File: src/hdl/ffha_pkg.sv
// Package for the first-fit heap allocator: sizes, codes, controller states
// and the command/status structs between controller and datapath. No dependencies.
package ffha_pkg;

    localparam int HEAP_BYTES_DEF  = 16384;
    localparam int HEADER_BYTES    = 16;
    localparam int MIN_SPLIT_BYTES = 20;
    localparam int ALIGN_BYTES     = 4;
    localparam int BASE_W          = 32;
    localparam int LIMIT_W         = 15;
    localparam int REQ_W           = 15;
    localparam int CFG_IDX_W       = 1;
    localparam logic [LIMIT_W-1:0] LIMIT_RESET = LIMIT_W'(16384);

    localparam logic [CFG_IDX_W-1:0] CFG_HEAP_BASE  = 1'b0;
    localparam logic [CFG_IDX_W-1:0] CFG_HEAP_LIMIT = 1'b1;

    localparam logic CMD_ALLOC = 1'b0;
    localparam logic CMD_FREE  = 1'b1;

    typedef enum logic [1:0] {
        ST_OK     = 2'd0,
        ST_FAIL   = 2'd1,
        ST_BAD    = 2'd2,
        ST_DOUBLE = 2'd3
    } t_status;

    typedef enum logic [3:0] {
        S_CLEAR, S_IDLE, S_A_CHK, S_A_EVAL, S_A_TAKE, S_A_GROW,
        S_F_CHK, S_F_EVAL, S_C_CHK, S_C_EVAL1, S_C_EVAL2, S_C_KILL, S_DONE
    } t_state;

    typedef enum logic [2:0] {
        WR_NONE, WR_CLEAR, WR_REM, WR_TAKE, WR_GROW, WR_MARK, WR_MERGE, WR_KILL
    } t_wr_kind;

    typedef enum logic [1:0] {
        RD_OFF, RD_REL, RD_NX
    } t_rd_sel;

    typedef enum logic [1:0] {
        RA_ZERO, RA_OFF, RA_BRK
    } t_res_addr;

    typedef struct packed {
        logic      cap;        // capture input word, zero walk offset
        logic      clr_inc;
        logic      rd_en;
        t_rd_sel   rd_sel;
        t_wr_kind  wr_kind;
        logic      off_zero;
        logic      off_nx;
        logic      nx_from_ent; // advance from latched entry, not read data
        logic      ent_ld;
        logic      t_ld;
        logic      brk_ld;
        logic      res_ld;
        t_status   res_st;
        t_res_addr res_addr;
        logic      out_ld;
    } t_ctl_cmd;

    typedef struct packed {
        logic clr_last;
        logic cmd_free;
        logic need_zero;
        logic off_lt_brk;
        logic fit;
        logic split;
        logic grow_fail;
        logic rel_null;
        logic rel_bad;
        logic ent_start;
        logic ent_free;
        logic merge_ok;
        logic out_free;
    } t_dp_stat;

endpackage

File: src/hdl/ffha_ctrl.sv
// Controller state machine of the heap allocator.
// Depends on ffha_pkg; drives command word to ffha_dp, reads its status.
module ffha_ctrl (
    input  logic                i_clk,
    input  logic                i_rst_n,
    input  logic                i_in_valid,
    output logic                o_in_stall,
    input  ffha_pkg::t_dp_stat  i_stat,
    output ffha_pkg::t_ctl_cmd  o_cmd
);

    ffha_pkg::t_state r_state, n_state;

    always_ff @(posedge i_clk) begin
        if (!i_rst_n) begin
            r_state <= ffha_pkg::S_CLEAR;
        end else begin
            r_state <= n_state;
        end
    end

    assign o_in_stall = (r_state != ffha_pkg::S_IDLE);

    // next state
    always_comb begin
        n_state = r_state;
        case (r_state)
            ffha_pkg::S_CLEAR: begin
                if (i_stat.clr_last) n_state = ffha_pkg::S_IDLE;
            end
            ffha_pkg::S_IDLE: begin
                if (i_in_valid) begin
                    n_state = i_stat.cmd_free ? ffha_pkg::S_F_CHK : ffha_pkg::S_A_CHK;
                end
            end
            ffha_pkg::S_A_CHK: begin
                if (i_stat.need_zero)       n_state = ffha_pkg::S_DONE;
                else if (i_stat.off_lt_brk) n_state = ffha_pkg::S_A_EVAL;
                else                        n_state = ffha_pkg::S_A_GROW;
            end
            ffha_pkg::S_A_EVAL: begin
                n_state = i_stat.fit ? ffha_pkg::S_A_TAKE : ffha_pkg::S_A_CHK;
            end
            ffha_pkg::S_A_TAKE: n_state = ffha_pkg::S_DONE;
            ffha_pkg::S_A_GROW: n_state = ffha_pkg::S_DONE;
            ffha_pkg::S_F_CHK: begin
                if (i_stat.rel_null || i_stat.rel_bad) n_state = ffha_pkg::S_DONE;
                else                                    n_state = ffha_pkg::S_F_EVAL;
            end
            ffha_pkg::S_F_EVAL: begin
                if (!i_stat.ent_start || i_stat.ent_free) n_state = ffha_pkg::S_DONE;
                else                                       n_state = ffha_pkg::S_C_CHK;
            end
            ffha_pkg::S_C_CHK: begin
                n_state = i_stat.off_lt_brk ? ffha_pkg::S_C_EVAL1 : ffha_pkg::S_DONE;
            end
            ffha_pkg::S_C_EVAL1: begin
                n_state = i_stat.merge_ok ? ffha_pkg::S_C_EVAL2 : ffha_pkg::S_C_CHK;
            end
            ffha_pkg::S_C_EVAL2: begin
                n_state = i_stat.ent_free ? ffha_pkg::S_C_KILL : ffha_pkg::S_C_CHK;
            end
            ffha_pkg::S_C_KILL: n_state = ffha_pkg::S_C_CHK;
            ffha_pkg::S_DONE: begin
                if (i_stat.out_free) n_state = ffha_pkg::S_IDLE;
            end
            default: n_state = ffha_pkg::S_CLEAR;
        endcase
    end

    // outputs
    always_comb begin
        o_cmd          = '0;
        o_cmd.rd_sel   = ffha_pkg::RD_OFF;
        o_cmd.wr_kind  = ffha_pkg::WR_NONE;
        o_cmd.res_st   = ffha_pkg::ST_OK;
        o_cmd.res_addr = ffha_pkg::RA_ZERO;
        case (r_state)
            ffha_pkg::S_CLEAR: begin
                o_cmd.wr_kind = ffha_pkg::WR_CLEAR;
                o_cmd.clr_inc = 1'b1;
            end
            ffha_pkg::S_IDLE: begin
                o_cmd.cap = i_in_valid;
            end
            ffha_pkg::S_A_CHK: begin
                if (i_stat.need_zero) begin
                    o_cmd.res_ld = 1'b1;
                    o_cmd.res_st = ffha_pkg::ST_FAIL;
                end else if (i_stat.off_lt_brk) begin
                    o_cmd.rd_en = 1'b1;
                end
            end
            ffha_pkg::S_A_EVAL: begin
                o_cmd.ent_ld = 1'b1;
                if (i_stat.fit) begin
                    if (i_stat.split) o_cmd.wr_kind = ffha_pkg::WR_REM;
                end else begin
                    o_cmd.off_nx = 1'b1;
                end
            end
            ffha_pkg::S_A_TAKE: begin
                o_cmd.wr_kind  = ffha_pkg::WR_TAKE;
                o_cmd.res_ld   = 1'b1;
                o_cmd.res_addr = ffha_pkg::RA_OFF;
            end
            ffha_pkg::S_A_GROW: begin
                o_cmd.res_ld = 1'b1;
                if (i_stat.grow_fail) begin
                    o_cmd.res_st = ffha_pkg::ST_FAIL;
                end else begin
                    o_cmd.wr_kind  = ffha_pkg::WR_GROW;
                    o_cmd.brk_ld   = 1'b1;
                    o_cmd.res_addr = ffha_pkg::RA_BRK;
                end
            end
            ffha_pkg::S_F_CHK: begin
                if (i_stat.rel_null) begin
                    o_cmd.res_ld = 1'b1;
                end else if (i_stat.rel_bad) begin
                    o_cmd.res_ld = 1'b1;
                    o_cmd.res_st = ffha_pkg::ST_BAD;
                end else begin
                    o_cmd.rd_en  = 1'b1;
                    o_cmd.rd_sel = ffha_pkg::RD_REL;
                end
            end
            ffha_pkg::S_F_EVAL: begin
                o_cmd.res_ld = 1'b1;
                if (!i_stat.ent_start) begin
                    o_cmd.res_st = ffha_pkg::ST_BAD;
                end else if (i_stat.ent_free) begin
                    o_cmd.res_st = ffha_pkg::ST_DOUBLE;
                end else begin
                    o_cmd.wr_kind  = ffha_pkg::WR_MARK;
                    o_cmd.off_zero = 1'b1;
                end
            end
            ffha_pkg::S_C_CHK: begin
                o_cmd.rd_en = i_stat.off_lt_brk;
            end
            ffha_pkg::S_C_EVAL1: begin
                o_cmd.ent_ld = 1'b1;
                if (i_stat.merge_ok) begin
                    o_cmd.rd_en  = 1'b1;
                    o_cmd.rd_sel = ffha_pkg::RD_NX;
                end else begin
                    o_cmd.off_nx = 1'b1;
                end
            end
            ffha_pkg::S_C_EVAL2: begin
                if (i_stat.ent_free) begin
                    o_cmd.wr_kind = ffha_pkg::WR_MERGE;
                    o_cmd.t_ld    = 1'b1;
                end else begin
                    o_cmd.off_nx      = 1'b1;
                    o_cmd.nx_from_ent = 1'b1;
                end
            end
            ffha_pkg::S_C_KILL: begin
                o_cmd.wr_kind = ffha_pkg::WR_KILL;
            end
            ffha_pkg::S_DONE: begin
                o_cmd.out_ld = i_stat.out_free;
            end
            default: ;
        endcase
    end

    // a capture happens only from idle, and idle is the only unstalled state
    assert property (@(posedge i_clk) disable iff (!i_rst_n)
        o_cmd.cap |-> !o_in_stall)
        else $error("capture outside idle");
    // the memory never sees a read and a write in the same cycle
    assert property (@(posedge i_clk) disable iff (!i_rst_n)
        o_cmd.rd_en |-> (o_cmd.wr_kind == ffha_pkg::WR_NONE))
        else $error("read and write collide");
    // a result is produced on the way to completion or to the merge pass
    assert property (@(posedge i_clk) disable iff (!i_rst_n)
        o_cmd.res_ld |=> (r_state == ffha_pkg::S_DONE || r_state == ffha_pkg::S_C_CHK))
        else $error("result loaded outside completion");

endmodule

File: config.mk
export PLATFORM = sky130hd
export DESIGN_NAME = ffha_ctrl
export DESIGN_NICKNAME = d
export VERILOG_FILES = /design/src/hdl/ffha_pkg.sv /design/src/hdl/ffha_ctrl.sv
export SDC_FILE = /design/constraint.sdc
export NUM_CORES = 1
export LEC_CHECK = 0
export BUFFER_PORTS_ARGS = -buffer_cell sky130_fd_sc_hd__buf_2
export CAP_MARGIN = 20
export CORE_UTILIZATION = 49
export CTS_BUF_LIST = sky130_fd_sc_hd__clkbuf_8
export DETAILED_ROUTE_END_ITERATION = 8
export PLACE_DENSITY = 0.87
export SLEW_MARGIN = 20
export SYNTH_ARGS = -nofsm -noshare
export SYNTH_HDL_FRONTEND = slang
export SYNTH_SLANG_ARGS = --single-unit
export TNS_END_PERCENT = 50
File: constraint.sdc
create_clock -name i_clk -period 3.2 [get_ports i_clk]
set_input_delay 0.32 -clock i_clk [delete_from_list [all_inputs] [get_ports i_clk]]
set_output_delay 0.32 -clock i_clk [all_outputs]
set_load 0.01 [all_outputs]
==> metrics.csv, run 1 <==
metric,value,unit
number of antenna violations at the first check in global routing,0,
Yosys top cell area share,0.121,
run status,completed,
Storage cell area,80.1,sq um
core area,1190,sq um
Layout Nets,152,
Resized cells post-CTS,0,
Gate power share,0.592,
Tcrit/Tclk final,0.651,
Final Hold Vio Count,0,
vias in the first global route,723,
Clock Path Buffers,2,
share of post-route cells with drive strength above 1,0.328,
unrepaired setup endpoints after global routing,false,
first-pass GRT wire length,3.23,mm
Avg Inst Size Synth,6.43,sq um
Post-synth EDFFs,0,
area of the multi-input gates,512,sq um
"Warnings, synthesis",0,
CTS root buffer,clkbuf_8,
final setup TNS,0,ns
DRT Pass-1 Iters,4,
fin util,0.723,
Largest regs,r_state (4),
sequential share of power,0.244,
Post-synth top flop,dfxtp_1,
cts hold-fix bufs,0,
Synth Net Count,119,
Area growth syn-to-layout,29.5,%
Worst path max stage delay,0.72,ns
DR iter-0 viols,44,
Rows,12,
CP Capture Type,primary output,
HP Class,input pin to register,
met3 wire length,197,microns
clk_lat worst skew,0.22,ns
Synth Instances,103,
met2 WL,951,microns
"FF+latch count, synth",4,
largest cells by area after synthesis,"dfxtp_1 (12%), nor3_1 (6.8%), nand2b_1 (6.6%), nand2_1 (6.2%), nor2_1 (6.2%)",
H-tree Lvls,1,
Die Wd,38.8,microns
Worst Path Max Fanout,20,
wire per inst,13.7,microns
Routed Antenna Nets,0,
Tot Pwr,648,uW
Slew Limit Fails,0,
setup bufs post-CTS,0,
max reg flops,4,
"Critical Path, Cell by Cell",nand2b_4 -> nor3_1 -> a31oi_1 -> o21ai_0 -> buf_2,
Setup Skew,0.00547,ns
sequential area share after synthesis,0.121,
ys async rst share,0,
Hold Slack,0.379,ns
via count,909,
starting density of the core,0.558,
DIE AREA,1500,sq um
Switch Pwr,323,uW
fillers,118,
CTS Buf Count,3,
final WL,2.03,mm
"Reg clk slew, reported paths",0.03,ns
IO Port Bufs,36,
fmax,480,MHz
Die H,38.8,microns
clock network fraction of design power,0.164,
Biggest register,r_state,
Ports,37,
Top delay family on crit path,flip-flops,
Sw Share,0.498,
Worst Path Required,2.88,ns
"Distinct cells, synth",34,
DR DRC count,0,
cell taking the most area after synthesis,dfxtp_1,
GPL Wtd Cong,0.864,
gr usage total,0.308,
Max Cap Violations,0,
min Tclk post-route,2.08,ns
max_slew headroom,0.572,
CTS tree,built,
Crit Path Class,register to primary output,
final setup fails,0,
Worst setup SP type,register,
cell area after synthesis,662,sq um
Via density,6.14,
M1 wire length,886,microns
DR top layer,met3,
Lkg Pwr,0.416,nW
CTS Sinks,4,
Worst Max-Slew Pin Slew,0.641,ns
HPWL after detailed placement,1.52,mm
CP max-delay cell,dfxtp_1,
internal cell power,325,uW
GRT overflow,0,
Ant. Diodes,0,
CP Data Arrival Time,1.76,ns
Buf/Inv on CP,1,
maximum VDD drop,0.613,mV
Power per Cell Area,756,nW/um^2
largest net degree at the start of global routing,21,
## power by group through the flow
stage | sequential [mW] | clock, mW | combinational, mW
floorplan | 0.0795 | 0 | 0.351
global placement | 0.155 | 0 | 0.372
detailed placement | 0.158 | 0 | 0.378
CTS | 0.157 | 0.107 | 0.382
global route | 0.169 | 0.112 | 0.425
finish | 0.158 | 0.106 | 0.383
## area by class of cell
type	count	area share
tap	14	0.0204
timing repair buffer	37	0.219
sequential	4	0.0934
clock buffer	3	0.0482
multi-input combinational	85	0.597
inverter	5	0.0219
## per-stage QoR
stage | instance area, sq um | setup slack, ns | std cells
floorplan | 662 | 1.53 | 103
CTS | 857 | 1.15 | 148
global route | 857 | 0.947 | 148
global placement | 816 | 1.41 | 145
detailed placement | 816 | 1.37 | 145
finish | 857 | 1.12 | 148
## final timing paths
| path | slack [ns] | startpoint | cells after the start | end |
|---|---|---|---|---|
| max | 1.12 | r_state[1]$_SDFFE_PN0P_ | 5 | o_cmd[17] |
| min | 0.38 | i_rst_n | 2 | r_state[2]$_SDFFE_PN0P_ |
| max reg2reg | 1.33 | r_state[1]$_SDFFE_PN0P_ | 4 | r_state[2]$_SDFFE_PN0P_ |
| min reg2reg | 0.79 | r_state[3]$_SDFFE_PN0P_ | 2 | r_state[3]$_SDFFE_PN0P_ |
## logic make-up after synthesis
group,after synthesis,synth area share
AO/OA/AOI/OAI,25,0.282
buffers and inverters,14,0.106
flip-flops,4,0.121
multiplexers,1,0.0151
AND/OR/NAND/NOR,59,0.476
## layer usage
layer / vias up / global-route usage
li1: 443 / -
met1: 409 / 0.414
met2: 57 / 0.513
met3: 0 / 0.0867
met4: 0 / 0
met5: - / 0
## worst reg2reg max path: stages, from the launching register on
cell      delay [ns]
dfxtp_1         0.72
nand2b_1        0.25
or3_1           0.41
a221oi_2        0.28
o41a_1          0.15
## cells in the mapped netlist, drive strengths merged, types with 3 or more instances
| library cell | number |
|---|---|
| nor2b | 3 |
| nand2 | 11 |
| dfxtp | 4 |
| nand2b | 8 |
| nor3 | 9 |
| inv | 5 |
| nor4 | 3 |
| buf | 8 |
| and3 | 4 |
| nor2 | 11 |
| a21oi | 8 |
| o21ai | 3 |
## layout by cell type, fill, tap and decap left out, types with 2 or more instances in the layout
cell,count
nand3b_1,2
and3_1,4
nor4_1,3
dfxtp_1,4
a21oi_1,8
a311oi_1,2
nor2b_1,3
nor2_1,11
clkbuf_8,3
nor3b_1,2
inv_1,5
buf_2,36
nand2_1,11
o21ai_0,3
nand3_1,2
nand2b_1,7
o22ai_1,2
o32a_1,2
nor3_1,9
Note: power is estimated with default switching activity, not from simulation.
==> run 2, diff against run 1 <==
- CORE_UTILIZATION: 49 -> 41
- PLACE_DENSITY: 0.87 -> 0.78
- clock period: 3.2 -> 1.8 ns (I/O delays scaled with it)
==> metrics.csv, run 2 (synthesized netlist as in run 1, its figures left out) <==
metric,value,unit
"commonest non-fill, non-tap cells in the layout","buf_2 (36), nor2_1 (11), nand2_1 (11)",
Max Cap Violations,0,
"Design Area, Final",911,sq um
Top delay family on crit path,simple AND/OR/NAND/NOR gates,
Worst path max stage delay,0.38,ns
Sw Share,0.483,
max reg flops,4,
vias in the first global route,845,
fillers,142,
Tcrit/Tclk final,0.938,
"most common cell after layout, fill and taps aside",buf_2,
fmax,593,MHz
clk_lat worst skew,0.21,ns
HP Class,input pin to register,
CTS tree,built,
placed insts,152,
Switch Pwr,598,uW
wire per inst,14.0,microns
Setup Skew,0.00303,ns
Ports,37,
Rows,14,
Storage cell area,87.6,sq um
DRT Pass-1 Iters,4,
Worst Path Required,1.62,ns
DR DRC count,0,
share of post-route cells with drive strength above 1,0.388,
GRT overflow,0,
setup bufs post-CTS,0,
via count,957,
sequential share of power,0.205,
placed cell area,856,sq um
Ant. Diodes,0,
CP Data Arrival Time,1.51,ns
Routed Antenna Nets,0,
HPWL after detailed placement,1.70,mm
area of the multi-input gates,518,sq um
max_slew headroom,0.780,
min Tclk post-route,1.69,ns
Power per Cell Area,1360,nW/um^2
number of antenna violations at the first check in global routing,0,
Buf/Inv on CP,1,
Area growth syn-to-layout,37.6,%
Clock Path Buffers,2,
Finished Layout Cells,155,
Crit Path Class,register to primary output,
final WL,2.17,mm
CP Capture Type,primary output,
H-tree Lvls,1,
"Critical Path, Cell by Cell",or2_2 -> nor3_1 -> nor2_1 -> nand2_1 -> buf_2,
core area,1510,sq um
Via density,6.17,
internal cell power,639,uW
IO Port Bufs,36,
Gate power share,0.645,
Biggest register,r_state,
Lkg Pwr,0.444,nW
CTS root buffer,clkbuf_8,
"Reg clk slew, reported paths",0.03,ns
GPL Wtd Cong,0.955,
CTS Sinks,4,
clock network fraction of design power,0.150,
Layout Nets,157,
starting density of the core,0.439,
CTS Buf Count,3,
first-pass GRT wire length,3.62,mm
DR iter-0 viols,45,
Largest regs,r_state (4),
final setup fails,0,
maximum VDD drop,0.930,mV
unrepaired setup endpoints after global routing,false,
Slew Limit Fails,0,
gr usage total,0.254,
CP max-delay cell,dfxtp_2,
largest net degree at the start of global routing,20,
Final Hold Vio Count,0,
Worst setup SP type,register,
Worst Max-Slew Pin Slew,0.328,ns
DIE AREA,1780,sq um
Die H,42.2,microns
Worst Path Max Fanout,11,
Die Wd,42.2,microns
run status,completed,
final setup TNS,0,ns
-- run 2: metal layers --
| layer | GRT usage | up-vias | routed length (microns) |
|---|---|---|---|
| met5 | 0 | - | 0 |
| li1 | - | 450 | - |
| met4 | 0.0625 | 0 | 25 |
| met1 | 0.339 | 449 | 885 |
| met2 | 0.400 | 54 | 1070 |
| met3 | 0.0733 | 4 | 190 |
-- run 2: area by class of cell --
cell class                      count  area share
Sequential cell                     4      0.0962
Timing Repair Buffer               42       0.247
Clock buffer                        3      0.0453
Tap cell                           16      0.0220
Multi-Input combinational cell     85       0.569
Inverter                            5      0.0206
-- run 2: worst paths after layout --
path,startpoint,endpoint,slack [ns],cells after the start
max,r_state[3]$_SDFFE_PN0P_,o_cmd[14],0.11,5
min,i_rst_n,r_state[2]$_SDFFE_PN0P_,0.23,2
max reg2reg,r_state[2]$_SDFFE_PN0P_,r_state[0]$_SDFFE_PN0P_,0.27,4
min reg2reg,r_state[3]$_SDFFE_PN0P_,r_state[3]$_SDFFE_PN0P_,0.63,2
-- run 2: repair_timing --
action,in CTS,in global routing
pin swaps,0,0
hold buffers,0,0
endpoints found under the setup margin,3,5
gates cloned,0,0
hold endpoints to repair,0,0
gates resized for setup,1,5
-- run 2: through the flow --
step	total power [mW]	util	worst slack, ns	hold slack (ns)
floorplan	0.766	-	0.271	0.314
global placement	1.01	0.568	0.216	0.462
detailed placement	1.02	0.568	0.168	0.463
CTS	1.21	0.596	0.0118	0.239
global route	1.34	0.605	0.0120	0.238
finish	1.24	0.605	0.112	0.235
-- run 2: worst register-to-register path: cells and delay by family (launching register included) --
family	cells	cell delay [ns]
AND/OR/NAND/NOR	2	0.31
AO/OA/AOI/OAI	2	0.66
flip-flops	1	0.46
-- run 2: power groups by stage --
stage          logic, mW  registers, mW  clock network, mW
3_5_place_dp       0.784          0.235                  0
2_1_floorplan      0.625          0.141                  0
5_1_grt            0.877          0.263              0.198
3_3_place_gp       0.776          0.236                  0
4_1_cts            0.789          0.236              0.190
6_report           0.798          0.254              0.185
